File: src/rtl/assert_macros.svh
`ifndef ASSERT_MACROS_SVH
`define ASSERT_MACROS_SVH

// Checked on every clock edge once reset is released.
`define ASSERT_CLK(label, prop, msg) \
    label: assert property (@(posedge i_clk) disable iff (!i_rst_n) prop) else $error(msg);

// Checked on every clock edge, reset included.
`define ASSERT_CLK_ALWAYS(label, prop, msg) \
    label: assert property (@(posedge i_clk) prop) else $error(msg);

`endif

File: src/rtl/cfpe_pkg.sv
`default_nettype none

package cfpe_pkg;

    localparam int unsigned ECHO_BYTES = 11;
    localparam int unsigned REPLY_LEN  = ECHO_BYTES + 6;
    localparam int unsigned IDX_W      = $clog2(REPLY_LEN);
    localparam int unsigned CNT_W      = $clog2(ECHO_BYTES + 1);
    localparam int unsigned CFG_IDX_W  = 1;

    localparam logic [7:0] SOF_BYTE      = 8'hAA;
    localparam logic [7:0] CMD_ECHO      = 8'hE0;
    localparam logic [7:0] MY_ADDR_RST   = 8'h05;
    localparam logic [7:0] HOST_ADDR_RST = 8'hAF;

    // configuration register indexes
    localparam logic [CFG_IDX_W-1:0] REG_MY_ADDR   = 1'b0;
    localparam logic [CFG_IDX_W-1:0] REG_HOST_ADDR = 1'b1;

    // positions within the reply frame
    localparam logic [IDX_W-1:0] IDX_SOF        = IDX_W'(0);
    localparam logic [IDX_W-1:0] IDX_SRC        = IDX_W'(1);
    localparam logic [IDX_W-1:0] IDX_DST        = IDX_W'(2);
    localparam logic [IDX_W-1:0] IDX_CMD        = IDX_W'(3);
    localparam logic [IDX_W-1:0] IDX_LEN        = IDX_W'(4);
    localparam logic [IDX_W-1:0] IDX_ECHO_FIRST = IDX_W'(5);
    localparam logic [IDX_W-1:0] IDX_ECHO_LAST  = IDX_W'(ECHO_BYTES + 4);
    localparam logic [IDX_W-1:0] IDX_CSUM       = IDX_W'(REPLY_LEN - 1);

    typedef enum logic [2:0] {
        ST_HUNT,
        ST_SRC,
        ST_DEST,
        ST_CMD,
        ST_LEN,
        ST_PAYLOAD,
        ST_CSUM,
        ST_REPLY
    } t_state;

    typedef struct packed {
        logic sum_load;      // start sum with header byte
        logic sum_add;
        logic dest_load;
        logic cmd_load;
        logic len_load;
        logic payload_step;  // store payload byte, count down
        logic csum_store;    // checksum byte into echo slot after payload
        logic reply_start;
        logic reply_step;
    } t_cmd;

    typedef struct packed {
        logic is_sof;
        logic src_ok;
        logic left_zero;
        logic left_one;
        logic frame_ok;
        logic reply_last;
    } t_status;

endpackage

`default_nettype wire

File: src/rtl/cfpe_rx_if.sv
`default_nettype none

interface cfpe_rx_if;
    logic       valid;
    logic       ready;
    logic [7:0] rx_byte;

    modport source (output valid, output rx_byte, input ready);
    modport sink   (input valid, input rx_byte, output ready);
endinterface

`default_nettype wire

File: src/rtl/cfpe_tx_if.sv
`default_nettype none

interface cfpe_tx_if;
    logic       valid;
    logic       ready;
    logic [7:0] tx_byte;
    logic       tx_last;

    modport source (output valid, output tx_byte, output tx_last, input ready);
    modport sink   (input valid, input tx_byte, input tx_last, output ready);
endinterface

`default_nettype wire

File: src/rtl/cfpe_ctrl.sv
`default_nettype none

`include "assert_macros.svh"

module cfpe_ctrl (
    input  wire logic              i_clk,
    input  wire logic              i_rst_n,
    input  wire logic              i_rx_valid,
    output logic                   o_rx_ready,
    output logic                   o_tx_valid,
    input  wire logic              i_tx_ready,
    input  wire cfpe_pkg::t_status i_st,
    output cfpe_pkg::t_cmd         o_cmd
);

    cfpe_pkg::t_state r_state;
    cfpe_pkg::t_state n_state;
    logic             rx_fire;
    logic             tx_fire;

    always_ff @(posedge i_clk) begin
        if (!i_rst_n) begin
            r_state <= cfpe_pkg::ST_HUNT;
        end else begin
            r_state <= n_state;
        end
    end

    assign rx_fire = i_rx_valid && o_rx_ready;
    assign tx_fire = o_tx_valid && i_tx_ready;

    always_comb begin
        n_state    = r_state;
        o_cmd      = '0;
        o_rx_ready = 1'b1;
        o_tx_valid = 1'b0;
        case (r_state)
            cfpe_pkg::ST_HUNT: begin
                if (rx_fire && i_st.is_sof) begin
                    o_cmd.sum_load = 1'b1;
                    n_state        = cfpe_pkg::ST_SRC;
                end
            end
            cfpe_pkg::ST_SRC: begin
                if (rx_fire) begin
                    // a wrong source byte is dropped, not rechecked as a header
                    if (i_st.src_ok) begin
                        o_cmd.sum_add = 1'b1;
                        n_state       = cfpe_pkg::ST_DEST;
                    end else begin
                        n_state = cfpe_pkg::ST_HUNT;
                    end
                end
            end
            cfpe_pkg::ST_DEST: begin
                if (rx_fire) begin
                    o_cmd.sum_add   = 1'b1;
                    o_cmd.dest_load = 1'b1;
                    n_state         = cfpe_pkg::ST_CMD;
                end
            end
            cfpe_pkg::ST_CMD: begin
                if (rx_fire) begin
                    o_cmd.sum_add  = 1'b1;
                    o_cmd.cmd_load = 1'b1;
                    n_state        = cfpe_pkg::ST_LEN;
                end
            end
            cfpe_pkg::ST_LEN: begin
                if (rx_fire) begin
                    o_cmd.sum_add  = 1'b1;
                    o_cmd.len_load = 1'b1;
                    n_state        = cfpe_pkg::ST_PAYLOAD;
                end
            end
            cfpe_pkg::ST_PAYLOAD: begin
                if (rx_fire) begin
                    // zero length: swallow one byte and resync
                    if (i_st.left_zero) begin
                        n_state = cfpe_pkg::ST_HUNT;
                    end else begin
                        o_cmd.sum_add      = 1'b1;
                        o_cmd.payload_step = 1'b1;
                        if (i_st.left_one) begin
                            n_state = cfpe_pkg::ST_CSUM;
                        end
                    end
                end
            end
            cfpe_pkg::ST_CSUM: begin
                if (rx_fire) begin
                    o_cmd.csum_store = 1'b1;
                    if (i_st.frame_ok) begin
                        o_cmd.reply_start = 1'b1;
                        n_state           = cfpe_pkg::ST_REPLY;
                    end else begin
                        n_state = cfpe_pkg::ST_HUNT;
                    end
                end
            end
            cfpe_pkg::ST_REPLY: begin
                o_rx_ready = 1'b0;
                o_tx_valid = 1'b1;
                if (tx_fire) begin
                    // index stays on the checksum slot once the reply is done
                    if (i_st.reply_last) begin
                        n_state = cfpe_pkg::ST_HUNT;
                    end else begin
                        o_cmd.reply_step = 1'b1;
                    end
                end
            end
            default: begin
                n_state = cfpe_pkg::ST_HUNT;
            end
        endcase
    end

    `ASSERT_CLK(a_no_rx_while_tx, !(o_rx_ready && o_tx_valid), "rx taken during reply")
    `ASSERT_CLK(a_reply_ends, (tx_fire && i_st.reply_last) |=> !o_tx_valid,
        "reply continues after last byte")
    `ASSERT_CLK(a_reply_entry, $rose(o_tx_valid) |-> $past(rx_fire && i_st.frame_ok),
        "reply started without a matching frame")

endmodule

`default_nettype wire

File: src/rtl/cfpe_dp.sv
`default_nettype none

`include "assert_macros.svh"

module cfpe_dp (
    input  wire logic                             i_clk,
    input  wire logic                             i_rst_n,
    input  wire logic                             i_cfg_we,
    input  wire logic [cfpe_pkg::CFG_IDX_W-1:0]   i_cfg_idx,
    input  wire logic [7:0]                       i_cfg_data,
    input  wire logic [7:0]                       i_rx_byte,
    input  wire cfpe_pkg::t_cmd                   i_cmd,
    output cfpe_pkg::t_status                     o_st,
    output logic [7:0]                            o_tx_byte,
    output logic                                  o_tx_last
);

    logic [7:0]                    r_my_addr;
    logic [7:0]                    r_host_addr;
    logic [7:0]                    r_sum;
    logic [7:0]                    r_dest;
    logic [7:0]                    r_cmd;
    logic [7:0]                    r_left;
    logic [cfpe_pkg::CNT_W-1:0]    r_cnt;
    logic [7:0]                    r_echo [cfpe_pkg::ECHO_BYTES];
    logic [cfpe_pkg::IDX_W-1:0]    r_idx;
    logic [7:0]                    r_tx_sum;
    logic                          slot_free;
    logic [cfpe_pkg::IDX_W-1:0]    echo_off;
    logic [3:0]                    echo_sel;

    // count saturates at the echo depth; beyond it payload bytes are only summed
    assign slot_free = (r_cnt < cfpe_pkg::CNT_W'(cfpe_pkg::ECHO_BYTES));

    always_ff @(posedge i_clk) begin
        if (!i_rst_n) begin
            r_my_addr   <= cfpe_pkg::MY_ADDR_RST;
            r_host_addr <= cfpe_pkg::HOST_ADDR_RST;
        end else if (i_cfg_we) begin
            case (i_cfg_idx)
                cfpe_pkg::REG_MY_ADDR:   r_my_addr   <= i_cfg_data;
                cfpe_pkg::REG_HOST_ADDR: r_host_addr <= i_cfg_data;
                default: ;
            endcase
        end
    end

    always_ff @(posedge i_clk) begin
        if (!i_rst_n) begin
            r_sum    <= '0;
            r_dest   <= '0;
            r_cmd    <= '0;
            r_left   <= '0;
            r_cnt    <= '0;
            r_idx    <= '0;
            r_tx_sum <= '0;
            for (int i = 0; i < cfpe_pkg::ECHO_BYTES; i++) begin
                r_echo[i] <= '0;
            end
        end else begin
            if (i_cmd.sum_load) begin
                r_sum <= i_rx_byte;
            end else if (i_cmd.sum_add) begin
                r_sum <= r_sum + i_rx_byte;
            end
            if (i_cmd.dest_load) begin
                r_dest <= i_rx_byte;
            end
            if (i_cmd.cmd_load) begin
                r_cmd <= i_rx_byte;
            end
            if (i_cmd.len_load) begin
                r_left <= i_rx_byte;
                r_cnt  <= '0;
            end
            if (i_cmd.payload_step) begin
                r_left <= r_left - 8'd1;
                if (slot_free) begin
                    r_cnt <= r_cnt + cfpe_pkg::CNT_W'(1);
                end
            end
            if ((i_cmd.payload_step || i_cmd.csum_store) && slot_free) begin
                r_echo[r_cnt] <= i_rx_byte;
            end
            if (i_cmd.reply_start) begin
                r_idx    <= '0;
                r_tx_sum <= '0;
            end else if (i_cmd.reply_step) begin
                r_idx    <= r_idx + cfpe_pkg::IDX_W'(1);
                r_tx_sum <= r_tx_sum + o_tx_byte;
            end
        end
    end

    assign o_st.is_sof     = (i_rx_byte == cfpe_pkg::SOF_BYTE);
    assign o_st.src_ok     = (i_rx_byte == r_host_addr);
    assign o_st.left_zero  = (r_left == 8'd0);
    assign o_st.left_one   = (r_left == 8'd1);
    assign o_st.frame_ok   = (i_rx_byte == r_sum) && (r_dest == r_my_addr)
                             && (r_cmd == cfpe_pkg::CMD_ECHO);
    assign o_st.reply_last = (r_idx == cfpe_pkg::IDX_CSUM);

    assign echo_off = r_idx - cfpe_pkg::IDX_ECHO_FIRST;
    assign echo_sel = echo_off[3:0];

    always_comb begin
        case (r_idx)
            cfpe_pkg::IDX_SOF: o_tx_byte = cfpe_pkg::SOF_BYTE;
            cfpe_pkg::IDX_SRC: o_tx_byte = r_my_addr;
            cfpe_pkg::IDX_DST: o_tx_byte = r_host_addr;
            cfpe_pkg::IDX_CMD: o_tx_byte = cfpe_pkg::CMD_ECHO;
            cfpe_pkg::IDX_LEN: o_tx_byte = 8'(cfpe_pkg::ECHO_BYTES);
            default: begin
                if (r_idx inside {[cfpe_pkg::IDX_ECHO_FIRST:cfpe_pkg::IDX_ECHO_LAST]}) begin
                    o_tx_byte = r_echo[echo_sel];
                end else begin
                    o_tx_byte = r_tx_sum;
                end
            end
        endcase
    end

    assign o_tx_last = o_st.reply_last;

    `ASSERT_CLK(a_cnt_bound, r_cnt <= cfpe_pkg::CNT_W'(cfpe_pkg::ECHO_BYTES),
        "echo count past depth")
    `ASSERT_CLK(a_idx_bound, r_idx <= cfpe_pkg::IDX_CSUM, "reply index past frame end")
    `ASSERT_CLK(a_step_left, i_cmd.payload_step |-> (r_left != 8'd0),
        "payload byte taken with none left")

endmodule

`default_nettype wire

File: src/rtl/command_frame_parser_with_echo_reply.sv
// Input: one byte per cycle while parsing; each byte is handled in the cycle it is taken.
// Reply: the first byte is offered the cycle after the checksum byte is taken; the
// 17 bytes go out at one per cycle at best, paced by output ready; input is held off meanwhile.
// Frame check and echo store use the input byte directly; the reply mux decodes the index.
// Reset (synchronous, active low): parser hunts for a header, sums, counters and the
// echo store clear to zero, addresses return to 0x05 (node) and 0xAF (host).
`default_nettype none

module command_frame_parser_with_echo_reply (
    input  wire logic                           i_clk,
    input  wire logic                           i_rst_n,
    input  wire logic                           i_cfg_we,
    input  wire logic [cfpe_pkg::CFG_IDX_W-1:0] i_cfg_idx,
    input  wire logic [7:0]                     i_cfg_data,
    cfpe_rx_if.sink                             i_rx,
    cfpe_tx_if.source                           o_tx
);

    cfpe_pkg::t_cmd    cmd;
    cfpe_pkg::t_status st;

    cfpe_ctrl u_ctrl (
        .i_clk      (i_clk),
        .i_rst_n    (i_rst_n),
        .i_rx_valid (i_rx.valid),
        .o_rx_ready (i_rx.ready),
        .o_tx_valid (o_tx.valid),
        .i_tx_ready (o_tx.ready),
        .i_st       (st),
        .o_cmd      (cmd)
    );

    cfpe_dp u_dp (
        .i_clk      (i_clk),
        .i_rst_n    (i_rst_n),
        .i_cfg_we   (i_cfg_we),
        .i_cfg_idx  (i_cfg_idx),
        .i_cfg_data (i_cfg_data),
        .i_rx_byte  (i_rx.rx_byte),
        .i_cmd      (cmd),
        .o_st       (st),
        .o_tx_byte  (o_tx.tx_byte),
        .o_tx_last  (o_tx.tx_last)
    );

endmodule

`default_nettype wire

File: src/flat_wrapper.sv
// flat-port wrapper written by rule: the top's interface ports become plain ports
module command_frame_parser_with_echo_reply_flat 
  (i_clk, i_rst_n, i_cfg_we, i_cfg_idx, i_cfg_data, i_rx_valid, i_rx_rx_byte, i_rx_ready, o_tx_valid, o_tx_tx_byte, o_tx_tx_last, o_tx_ready);
  cfpe_rx_if i_rx_i ();
  cfpe_tx_if o_tx_i ();
  input  wire logic i_clk;
  input  wire logic i_rst_n;
  input  wire logic i_cfg_we;
  input  wire logic [cfpe_pkg::CFG_IDX_W-1:0] i_cfg_idx;
  input  wire logic [7:0] i_cfg_data;
  input wire logic [$bits(i_rx_i.valid)-1:0] i_rx_valid;
  input wire logic [$bits(i_rx_i.rx_byte)-1:0] i_rx_rx_byte;
  output wire logic [$bits(i_rx_i.ready)-1:0] i_rx_ready;
  output wire logic [$bits(o_tx_i.valid)-1:0] o_tx_valid;
  output wire logic [$bits(o_tx_i.tx_byte)-1:0] o_tx_tx_byte;
  output wire logic [$bits(o_tx_i.tx_last)-1:0] o_tx_tx_last;
  input wire logic [$bits(o_tx_i.ready)-1:0] o_tx_ready;
  assign i_rx_i.valid = i_rx_valid;
  assign i_rx_i.rx_byte = i_rx_rx_byte;
  assign i_rx_ready = i_rx_i.ready;
  assign o_tx_valid = o_tx_i.valid;
  assign o_tx_tx_byte = o_tx_i.tx_byte;
  assign o_tx_tx_last = o_tx_i.tx_last;
  assign o_tx_i.ready = o_tx_ready;
  command_frame_parser_with_echo_reply u_core (.i_clk(i_clk), .i_rst_n(i_rst_n), .i_cfg_we(i_cfg_we), .i_cfg_idx(i_cfg_idx), .i_cfg_data(i_cfg_data), .i_rx(i_rx_i), .o_tx(o_tx_i));
endmodule
File: config.mk
export PLATFORM = sky130hd
export DESIGN_NAME = command_frame_parser_with_echo_reply_flat
export DESIGN_NICKNAME = d
export VERILOG_FILES = /design/src/rtl/cfpe_pkg.sv /design/src/rtl/cfpe_rx_if.sv /design/src/rtl/cfpe_tx_if.sv /design/src/rtl/cfpe_ctrl.sv /design/src/rtl/cfpe_dp.sv /design/src/rtl/command_frame_parser_with_echo_reply.sv /design/src/flat_wrapper.sv
export VERILOG_INCLUDE_DIRS = /design/src /design/src/rtl
export SDC_FILE = /design/constraint.sdc
export NUM_CORES = 1
export LEC_CHECK = 0
export BUFFER_PORTS_ARGS = -buffer_cell sky130_fd_sc_hd__buf_2
export CORE_MARGIN = 2
export CORE_UTILIZATION = 45
export CTS_BUF_LIST = sky130_fd_sc_hd__clkbuf_4 sky130_fd_sc_hd__clkbuf_8
export CTS_CLUSTER_DIAMETER = 60
export DETAILED_ROUTE_END_ITERATION = 10
export REMOVE_ABC_BUFFERS = 1
export SLEW_MARGIN = 10
export SYNTH_ARGS = -nofsm -noshare
export SYNTH_HDL_FRONTEND = slang
export SYNTH_HIERARCHICAL = 1
export SYNTH_SLANG_ARGS = --single-unit
File: constraint.sdc
create_clock -name i_clk -period 4.72 [get_ports i_clk]
set_input_delay 0.944 -clock i_clk [delete_from_list [all_inputs] [get_ports i_clk]]
set_output_delay 0.944 -clock i_clk [all_outputs]
set_load 0.02 [all_outputs]
==> metrics.cfg, run 1 <==
[synth]
yosysWarnings=6
async_reset_ff_frac=0
synth-edff-count=120
synth_common_cells=edfxtp_1, nor2_1, nand2_1, dfxtp_1, mux2i_1
yosysTopAreaCellShare=0.362
synth_top_family_by_area=simple AND/OR/NAND/NOR gates
synth_fa_ha_area_frac=0.0355
ys_seq_area_frac=0.515
synth_compound_area_frac=0.0816
synth-seq-cells=196
netlist_area_um2=9950
synth.most_common_cell=edfxtp_1
synth_xor_area_frac=0.0308
synthMuxAreaShare=0.145
synth_area_leaders=edfxtp_1, dfxtp_1, mux4_2
syn_inst=859
ys.flop_type=edfxtp_1
synth-simple-area-share=0.153
synth.avg_cell_area_um2=11.6
synth_top_area_cell=edfxtp_1
yosysUniqueCellTypes=75

[cts]
tritoncts=built
clkSinkCount=196
clockBufferDepth=2
cts_max_level=4
clk_pin_slew_ns=0.12
clk_latency_ns=0.48
holdBufCountCts=0
cts-buffers-inserted=17
cts_root_buf=clkbuf_8

[global_route]
first_global_vias=6214
grt.overflow.total=0
grt_pass1_wl_um=35200
grt_usage=0.194
grt_antenna_before_repair=0
grt_max_degree=42

[placed_design]
pre_cts_slack_ns=0.209
placed_cell_area_um2=10500
numPortBuffers=32
dp_hpwl_um=15600
dpl.cell_count=1168
gp_congestion=0.799

[timing]
period_share=0.918
layout_min_cycle_time_ns=4.33
max_slew_margin=0.526
setup_tns_ns=0
worst_pin_slew_ns=0.710
setup_viol=0
clock_skew_ns=0.0210
rsz0062_at_grt=false
hold_viol=0
fmax_mhz=231
layout_setup_ws_ns=0.387
slew_violations=0

[die]
fp.dieW_um=153
dieArea_um2=23300
die_h_um=153
core_area_um2=21800
rows=54
num_io_pins=33
initial_utilization=0.457

[worst_setup_path]
critPathCapture=u_core/u_dp/r_tx_sum[7]$_SDFFE_PP0P_
ff2ff_path_depth=15
critical_path_class=flip-flop to flip-flop
startpoint_type=flip-flop
cp.required_ns=5.09
critPathMaxFanout=9
endpoint_kind=flip-flop
reg2reg_to=u_core/u_dp/r_tx_sum[7]$_SDFFE_PP0P_
startpoint=u_core/u_dp/r_idx[0]$_SDFFE_PP0P_
rrSetupSlack_ns=0.39
cp.arrival_ns=4.71
r2r-start=u_core/u_dp/r_idx[0]$_SDFFE_PP0P_

[job]
cap_violations=0

[drt]
vias=6568
antenna_left=0
wl_um=22300
drt-pass1-iter-count=5
drtIter0Drc=448
remaining_drc_errors=0
wl_per_cell_um=18.5
vias_per_cell=5.47

[power]
power_density_nw_per_um2=290
ir_drop_v=0.000194
p_leak_nw=4.00

[finish]
n_fill_cell=1934
n_antenna_cell=0
instances_no_fill=1200
final_util=0.502
final_cell_area_um2=10900
syn_to_final_growth_pct=9.90
drive_gt1_frac=0.145
num-nets-final=956

[outcome]
status=completed

[min_path]
worst_hold_path_type=flip-flop to flip-flop

[per-stage QoR]
step / total power, mW / hold slack (ns)
floorplan: 1.98 / 0.453
global placement: 2.04 / 0.467
detailed placement: 2.05 / 0.473
CTS: 3.21 / 0.488
global route: 3.29 / 0.524
finish: 3.17 / 0.493
[report_power, final]
part / total, mW / internal, mW / leakage (nW) / switching, mW
combinational: 0.125 / 0.0471 / 1.97 / 0.0775
sequential: 1.88 / 1.86 / 1.80 / 0.0231
clock: 1.17 / 0.436 / 0.220 / 0.732
total: 3.17 / 2.34 / 4.00 / 0.833
[placed cells by master, fill, tap and decap left out, types with 4 or more instances in the layout]
master	synthesis	layout
or3_1	4	4
edfxtp_1	120	120
nor2_1	112	112
dfxtp_1	76	75
clkbuf_8	0	17
mux2i_1	42	42
a21boi_0	14	14
buf_4	3	23
nand3_1	18	18
inv_1	23	23
nand3b_1	8	8
a22oi_1	5	5
nand2b_1	10	10
a21o_1	5	5
a21oi_1	32	32
mux4_2	25	25
o21ai_0	15	15
inv_8	0	4
mux4_1	16	16
ha_1	25	24
nand4_1	7	7
conb_1	1	32
inv_12	0	6
a211oi_1	4	4
nor2b_1	29	29
xnor2_1	27	27
nand2_1	87	87
and2_1	13	13
buf_2	7	32
o21bai_1	4	4
nor3_1	10	10
o22ai_1	4	4
[logic make-up after synthesis]
family / count (synthesis)
and+or+nand+nor: 320
DFF: 196
AOI/OAI and AO/OA: 116
muxes: 86
buffers and inverters: 81
xor gates and xnor gates: 32
adders and majority gates: 27
other: 1
[critical path, stage by stage (launching register included)]
cell and delay [ns]:
dfxtp_2 0.37, inv_1 0.09, ha_2 0.44, buf_4 0.21, mux4_1 0.31, mux4_1 0.56
mux2i_1 0.15, o221ai_1 0.23, ha_1 0.35, a21o_1 0.16, a21oi_1 0.22, o21bai_1 0.13
a2111oi_2 0.39, o21ai_0 0.14, mux2i_1 0.17, mux2_1 0.33
[flip-flops by register name (all words and copies together), names as in the netlist]
name	flops
u_core/u_dp/r_sum	8
u_core/u_dp/r_cnt	4
u_core/u_dp/r_tx_sum	8
u_core/u_ctrl/r_state	3
u_core/u_dp/r_dest	8
u_core/u_dp/r_my_addr	8
u_core/u_dp/r_host_addr	8
u_core/u_dp/r_cmd	8
u_core/u_dp/r_idx	5
u_core/u_dp/r_echo	128
u_core/u_dp/r_left	8
[worst min-delay path by stage]
stage | start | end | slack [ns] | cells after the start
2_1_floorplan | u_core/u_dp/r_left[7]$_SDFFE_PN0P_ | u_core/u_dp/r_left[7]$_SDFFE_PN0P_ | 0.45 | 2
3_3_place_gp | u_core/u_dp/r_left[7]$_SDFFE_PN0P_ | u_core/u_dp/r_left[7]$_SDFFE_PN0P_ | 0.47 | 2
3_5_place_dp | u_core/u_dp/r_left[7]$_SDFFE_PN0P_ | u_core/u_dp/r_left[7]$_SDFFE_PN0P_ | 0.47 | 2
4_1_cts | u_core/u_dp/r_left[7]$_SDFFE_PN0P_ | u_core/u_dp/r_left[7]$_SDFFE_PN0P_ | 0.49 | 2
5_1_grt | u_core/u_dp/r_left[7]$_SDFFE_PN0P_ | u_core/u_dp/r_left[7]$_SDFFE_PN0P_ | 0.52 | 2
6_report | u_core/u_dp/r_left[7]$_SDFFE_PN0P_ | u_core/u_dp/r_left[7]$_SDFFE_PN0P_ | 0.49 | 2
[repair_timing]
item                                    4_1_cts  5_1_grt
gates resized for setup                       0        3
endpoints found under the setup margin        0        1
hold endpoints to repair                      0        0
buffers inserted                              0        0
[final cells by class]
type	count	area (um^2)	share of cell area
sequential	196	5130	0.469
multi-input combinational	613	4570	0.418
timing repair buffer	56	353	0.0323
tap	280	350	0.0320
clock buffer	17	234	0.0214
clock inverter	15	209	0.0191
inverter	23	86.3	0.00790
[layer usage]
metal / global-route usage / vias to the layer above / share of wire
met2: 0.311 / 135 / 0.47
met5: 0 / - / 0
met3: 0.0344 / 21 / 0.044
met1: 0.277 / 3235 / 0.47
met4: 0.0463 / 0 / 0.012
li1: - / 3177 / -
Note: power is estimated with default switching activity, not from simulation.
==> run 2, diff against run 1 <==
--- a/config.mk
+++ b/config.mk
@@ -8,12 +8,11 @@
 export LEC_CHECK = 0
 export BUFFER_PORTS_ARGS = -buffer_cell sky130_fd_sc_hd__buf_2
 export CORE_MARGIN = 2
-export CORE_UTILIZATION = 45
+export CORE_UTILIZATION = 40
 export CTS_BUF_LIST = sky130_fd_sc_hd__clkbuf_4 sky130_fd_sc_hd__clkbuf_8
 export CTS_CLUSTER_DIAMETER = 60
 export DETAILED_ROUTE_END_ITERATION = 10
 export REMOVE_ABC_BUFFERS = 1
-export SLEW_MARGIN = 10
 export SYNTH_ARGS = -nofsm -noshare
 export SYNTH_HDL_FRONTEND = slang
 export SYNTH_HIERARCHICAL = 1
==> metrics.cfg, run 2 (synthesized netlist as in run 1, its figures left out) <==
[die]
initial_utilization=0.408
dieArea_um2=26100
fp.dieW_um=162
rows=57
die_h_um=162
num_io_pins=33
core_area_um2=24400

[timing]
clock_skew_ns=0.0158
setup_viol=0
worst_pin_slew_ns=1.02
hold_viol=0
slew_violations=0
layout_min_cycle_time_ns=4.37
period_share=0.925
fmax_mhz=229
rsz0062_at_grt=false
max_slew_margin=0.310
hold_slack_ns=0.492

[worst_setup_path]
crit_family=multiplexers
endpoint_kind=flip-flop
max_stage_delay_ns=0.50
cp_slowest_cell=mux4_1
crit_buf_inv=2
reg2reg_to=u_core/u_dp/r_tx_sum[7]$_SDFFE_PP0P_
rrSetupSlack_ns=0.35
ff2ff_path_depth=15
critical_path_class=flip-flop to flip-flop
critPathMaxFanout=22
cp.arrival_ns=4.72
startpoint_type=flip-flop
cp.required_ns=5.08
r2r-start=u_core/u_dp/r_idx[0]$_SDFFE_PP0P_
crit_path_cell_trace=inv_1, ha_1, buf_6, mux4_1, mux4_1, mux2i_1, o221ai_1, ha_1, a21o_1, a21oi_1, o21bai_1, a2111oi_0, o21ai_0, mux2i_1, mux2_1

[finish]
mostFrequentLayoutCells=edfxtp_1, nor2_1, nand2_1
n_antenna_cell=0
top_register=u_core/u_dp/r_echo
syn_to_final_growth_pct=9.57
layout_commonest_cell=edfxtp_1
drive_gt1_frac=0.138
num-nets-final=951
largest_reg_flops=128
instances_no_fill=1239
final_cell_area_um2=10900

[min_path]
holdPathStages=2
hold_end=u_core/u_dp/r_left[7]$_SDFFE_PN0P_
worst_hold_path_type=flip-flop to flip-flop
min-delay-start=u_core/u_dp/r_left[7]$_SDFFE_PN0P_

[cts]
cts_root_buf=clkbuf_8
cts-buffers-inserted=17
tritoncts=built
clkSinkCount=196
postCtsSetupBuffers=0
clk_pin_slew_ns=0.11
clockBufferDepth=2
cts_max_level=4
clk_latency_ns=0.47

[global_route]
first_global_vias=6504
grt_usage=0.182
grt.overflow.total=0
grt_pass1_wl_um=36500
grt_max_degree=72
grt_antenna_before_repair=0

[placed_design]
dpl.cell_count=1207
numPortBuffers=32
dp_hpwl_um=15900
placed_cell_area_um2=10500
gp_congestion=0.808

[drt]
wl_per_cell_um=18.3
remaining_drc_errors=0
antenna_left=0
vias_per_cell=5.35
drt-pass1-iter-count=5
vias=6629
drtIter0Drc=599
wl_um=22700

[power]
p_leak_nw=3.95
power_density_nw_per_um2=283
ir_drop_v=0.000154

[job]
cap_violations=0

[outcome]
status=completed

-- run 2: final cells by class --
type,instances,area (um^2)
Timing Repair Buffer,51,319
Multi-Input combinational cell,613,4560
Tap cell,324,405
Clock inverter,14,156
Clock buffer,18,241
Sequential cell,196,5130
Inverter,23,86.3
Fill cell,2269,13500
-- run 2: worst max path at each step --
stage,cells past startpoint,slack (ns),start,endpoint
floorplan,14,-1.78,u_core/u_dp/r_idx[0]$_SDFFE_PP0P_,u_core/u_dp/r_tx_sum[7]$_SDFFE_PP0P_
global placement,15,0.38,u_core/u_dp/r_idx[0]$_SDFFE_PP0P_,u_core/u_dp/r_tx_sum[7]$_SDFFE_PP0P_
detailed placement,15,0.29,u_core/u_dp/r_idx[0]$_SDFFE_PP0P_,u_core/u_dp/r_tx_sum[7]$_SDFFE_PP0P_
CTS,15,0.25,u_core/u_dp/r_idx[0]$_SDFFE_PP0P_,u_core/u_dp/r_tx_sum[7]$_SDFFE_PP0P_
global route,15,0.005,u_core/u_dp/r_idx[0]$_SDFFE_PP0P_,u_core/u_dp/r_tx_sum[7]$_SDFFE_PP0P_
finish,15,0.35,u_core/u_dp/r_idx[0]$_SDFFE_PP0P_,u_core/u_dp/r_tx_sum[7]$_SDFFE_PP0P_
-- run 2: metal layers --
metal | track usage | wire length, um | vias to the layer above | share of wire
met5 | 0 | 0 | - | 0
met4 | 0.0523 | 300 | 0 | 0.013
met3 | 0.0291 | 799 | 23 | 0.035
met2 | 0.301 | 11100 | 137 | 0.49
met1 | 0.249 | 10500 | 3305 | 0.46
li1 | - | - | 3164 | -
-- run 2: worst register-to-register path, stage by stage (launching register included) --
cell and delay, ns:
dfxtp_2 0.36, inv_1 0.09, ha_1 0.37, buf_6 0.27, mux4_1 0.32, mux4_1 0.50, mux2i_1 0.14, o221ai_1 0.21
ha_1 0.35, a21o_1 0.16, a21oi_1 0.23, o21bai_1 0.12, a2111oi_0 0.49, o21ai_0 0.16, mux2i_1 0.17, mux2_1 0.33
-- run 2: per-stage QoR --
stage	total power [mW]	setup TNS [ns]	utilization	setup slack (ns)
finish	3.08	0	0.447	0.352
global route	3.20	0	0.447	0.00506
CTS	3.11	0	0.447	0.254
detailed placement	2.05	0	0.430	0.287
global placement	2.04	0	0.430	0.385
floorplan	1.98	-11.79	-	-1.78
-- run 2: power breakdown --
part           switching, mW  total, mW  internal (mW)  leakage (nW)
clock network          0.665       1.07          0.407         0.199
logic                 0.0778      0.125         0.0472          1.95
registers             0.0242       1.88           1.86          1.80
-- run 2: timing repair --
| item | 4_1_cts | 5_1_grt |
|---|---|---|
| hold buffers | 0 | 0 |
| setup endpoints to repair | 0 | 1 |
| gates resized for setup | 0 | 1 |
==> run 3, diff against run 2 <==
--- a/config.mk
+++ b/config.mk
@@ -12,6 +12,7 @@
 export CTS_BUF_LIST = sky130_fd_sc_hd__clkbuf_4 sky130_fd_sc_hd__clkbuf_8
 export CTS_CLUSTER_DIAMETER = 60
 export DETAILED_ROUTE_END_ITERATION = 10
+export MAX_ROUTING_LAYER = met4
 export REMOVE_ABC_BUFFERS = 1
 export SYNTH_ARGS = -nofsm -noshare
 export SYNTH_HDL_FRONTEND = slang
==> metrics.cfg, run 3 (synthesized netlist as in run 1, its figures left out) <==
[outcome]
status=completed

[global_route]
grt_antenna_before_repair=0
grt_usage=0.187
grt.overflow.total=0
grt_pass1_wl_um=36500
first_global_vias=6501
grt_max_degree=72

[placed_design]
numPortBuffers=32
dp_hpwl_um=15900
gp_congestion=0.823
dpl.cell_count=1207

[worst_setup_path]
critPathMaxFanout=22
cp.arrival_ns=4.72
cp_slowest_cell=mux4_1
max_stage_delay_ns=0.51
cp.required_ns=5.08
endpoint_kind=flip-flop
startpoint_type=flip-flop
critical_path_class=flip-flop to flip-flop
crit_path_cell_trace=inv_1, ha_1, buf_6, mux4_1, mux4_1, mux2i_1, o221ai_1, ha_1, a21o_1, a21oi_1, o21bai_1, a2111oi_0, o21ai_0, mux2i_1, mux2_1

[finish]
largest_reg_flops=128
drive_gt1_frac=0.138
n_antenna_cell=0
mostFrequentLayoutCells=edfxtp_1, nor2_1, nand2_1
layout_commonest_cell=edfxtp_1
final_util=0.447
instances_no_fill=1239
num-nets-final=951
top_register=u_core/u_dp/r_echo
syn_to_final_growth_pct=9.57

[cts]
clockBufferDepth=2
holdBufCountCts=0
cts_max_level=4
tritoncts=built
cts_root_buf=clkbuf_8
clk_latency_ns=0.48
cts-buffers-inserted=17
clk_pin_slew_ns=0.11
clkSinkCount=196

[die]
dieArea_um2=26100
num_io_pins=33
fp.dieW_um=162
rows=57
die_h_um=162
initial_utilization=0.408
core_area_um2=24400

[power]
ir_drop_v=0.000158
power_mw=3.08
p_leak_nw=3.95
power_density_nw_per_um2=283

[timing]
fmax_mhz=229
slew_violations=0
layout_min_cycle_time_ns=4.36
max_slew_margin=0.317
hold_viol=0
rsz0062_at_grt=false
setup_viol=0
clock_skew_ns=0.0161
hold_slack_ns=0.493
period_share=0.923
worst_pin_slew_ns=1.01

[drt]
drt-pass1-iter-count=5
wl_per_cell_um=18.4
vias_per_cell=5.34
wl_um=22700
antenna_left=0
remaining_drc_errors=0
vias=6617
drtIter0Drc=634

[min_path]
worst_hold_path_type=flip-flop to flip-flop

[job]
cap_violations=0

[run 3: cell counts in the layout (fill, tap and decap cells not counted)]
No cell type changed its count.
[run 3: power breakdown]
part / internal (mW) / switching (mW) / leakage (nW)
Sequential: 1.86 / 0.0244 / 1.80
Clock: 0.407 / 0.670 / 0.199
Combinational: 0.0471 / 0.0778 / 1.95
Total: 2.31 / 0.772 / 3.95
[run 3: critical path: cells and delay by family (launching register included)]
kind,cells,cell delay (ns)
buffers and inverters,2,0.36
muxes,5,1.46
DFF,1,0.36
AOI/OAI and AO/OA,6,1.37
adders and majority gates,2,0.72
[run 3: layer usage]
| metal | global-route usage | part of all wire |
|---|---|---|
| met5 | - | 0 |
| met1 | 0.248 | 0.46 |
| met2 | 0.302 | 0.49 |
| met3 | 0.0306 | 0.039 |
| met4 | 0.0499 | 0.015 |
[run 3: final timing paths]
| kind | start | end | slack [ns] | cells after the start |
|---|---|---|---|---|
| max | u_core/u_dp/r_idx[0]$_SDFFE_PP0P_ | u_core/u_dp/r_tx_sum[7]$_SDFFE_PP0P_ | 0.36 | 15 |
| min reg2reg | u_core/u_dp/r_left[7]$_SDFFE_PN0P_ | u_core/u_dp/r_left[7]$_SDFFE_PN0P_ | 0.49 | 2 |
| max reg2reg | u_core/u_dp/r_idx[0]$_SDFFE_PP0P_ | u_core/u_dp/r_tx_sum[7]$_SDFFE_PP0P_ | 0.36 | 15 |
| min | u_core/u_dp/r_left[7]$_SDFFE_PN0P_ | u_core/u_dp/r_left[7]$_SDFFE_PN0P_ | 0.49 | 2 |
[run 3: what timing repair did]
action / CTS / global route
endpoints found under the setup margin: 0 / 1
resized for setup: 0 / 1
setup buffers: 0 / 0
[run 3: cell type report]
class,count,area [um^2]
clock buffers,18,241
clock inverters,14,156
fillers,2269,13500
inverters,23,86.3
multi-input cells,613,4560
flip-flops and latches,196,5130
well taps,324,405
repair buffers,51,319
[run 3: stage by stage]
step | instance area [um^2] | setup slack [ns] | setup TNS [ns]
2_1_floorplan | 9760 | -1.78 | -11.79
3_3_place_gp | 10500 | 0.385 | 0
3_5_place_dp | 10500 | 0.287 | 0
4_1_cts | 10900 | 0.254 | 0
5_1_grt | 10900 | 0.00786 | 0
6_report | 10900 | 0.361 | 0
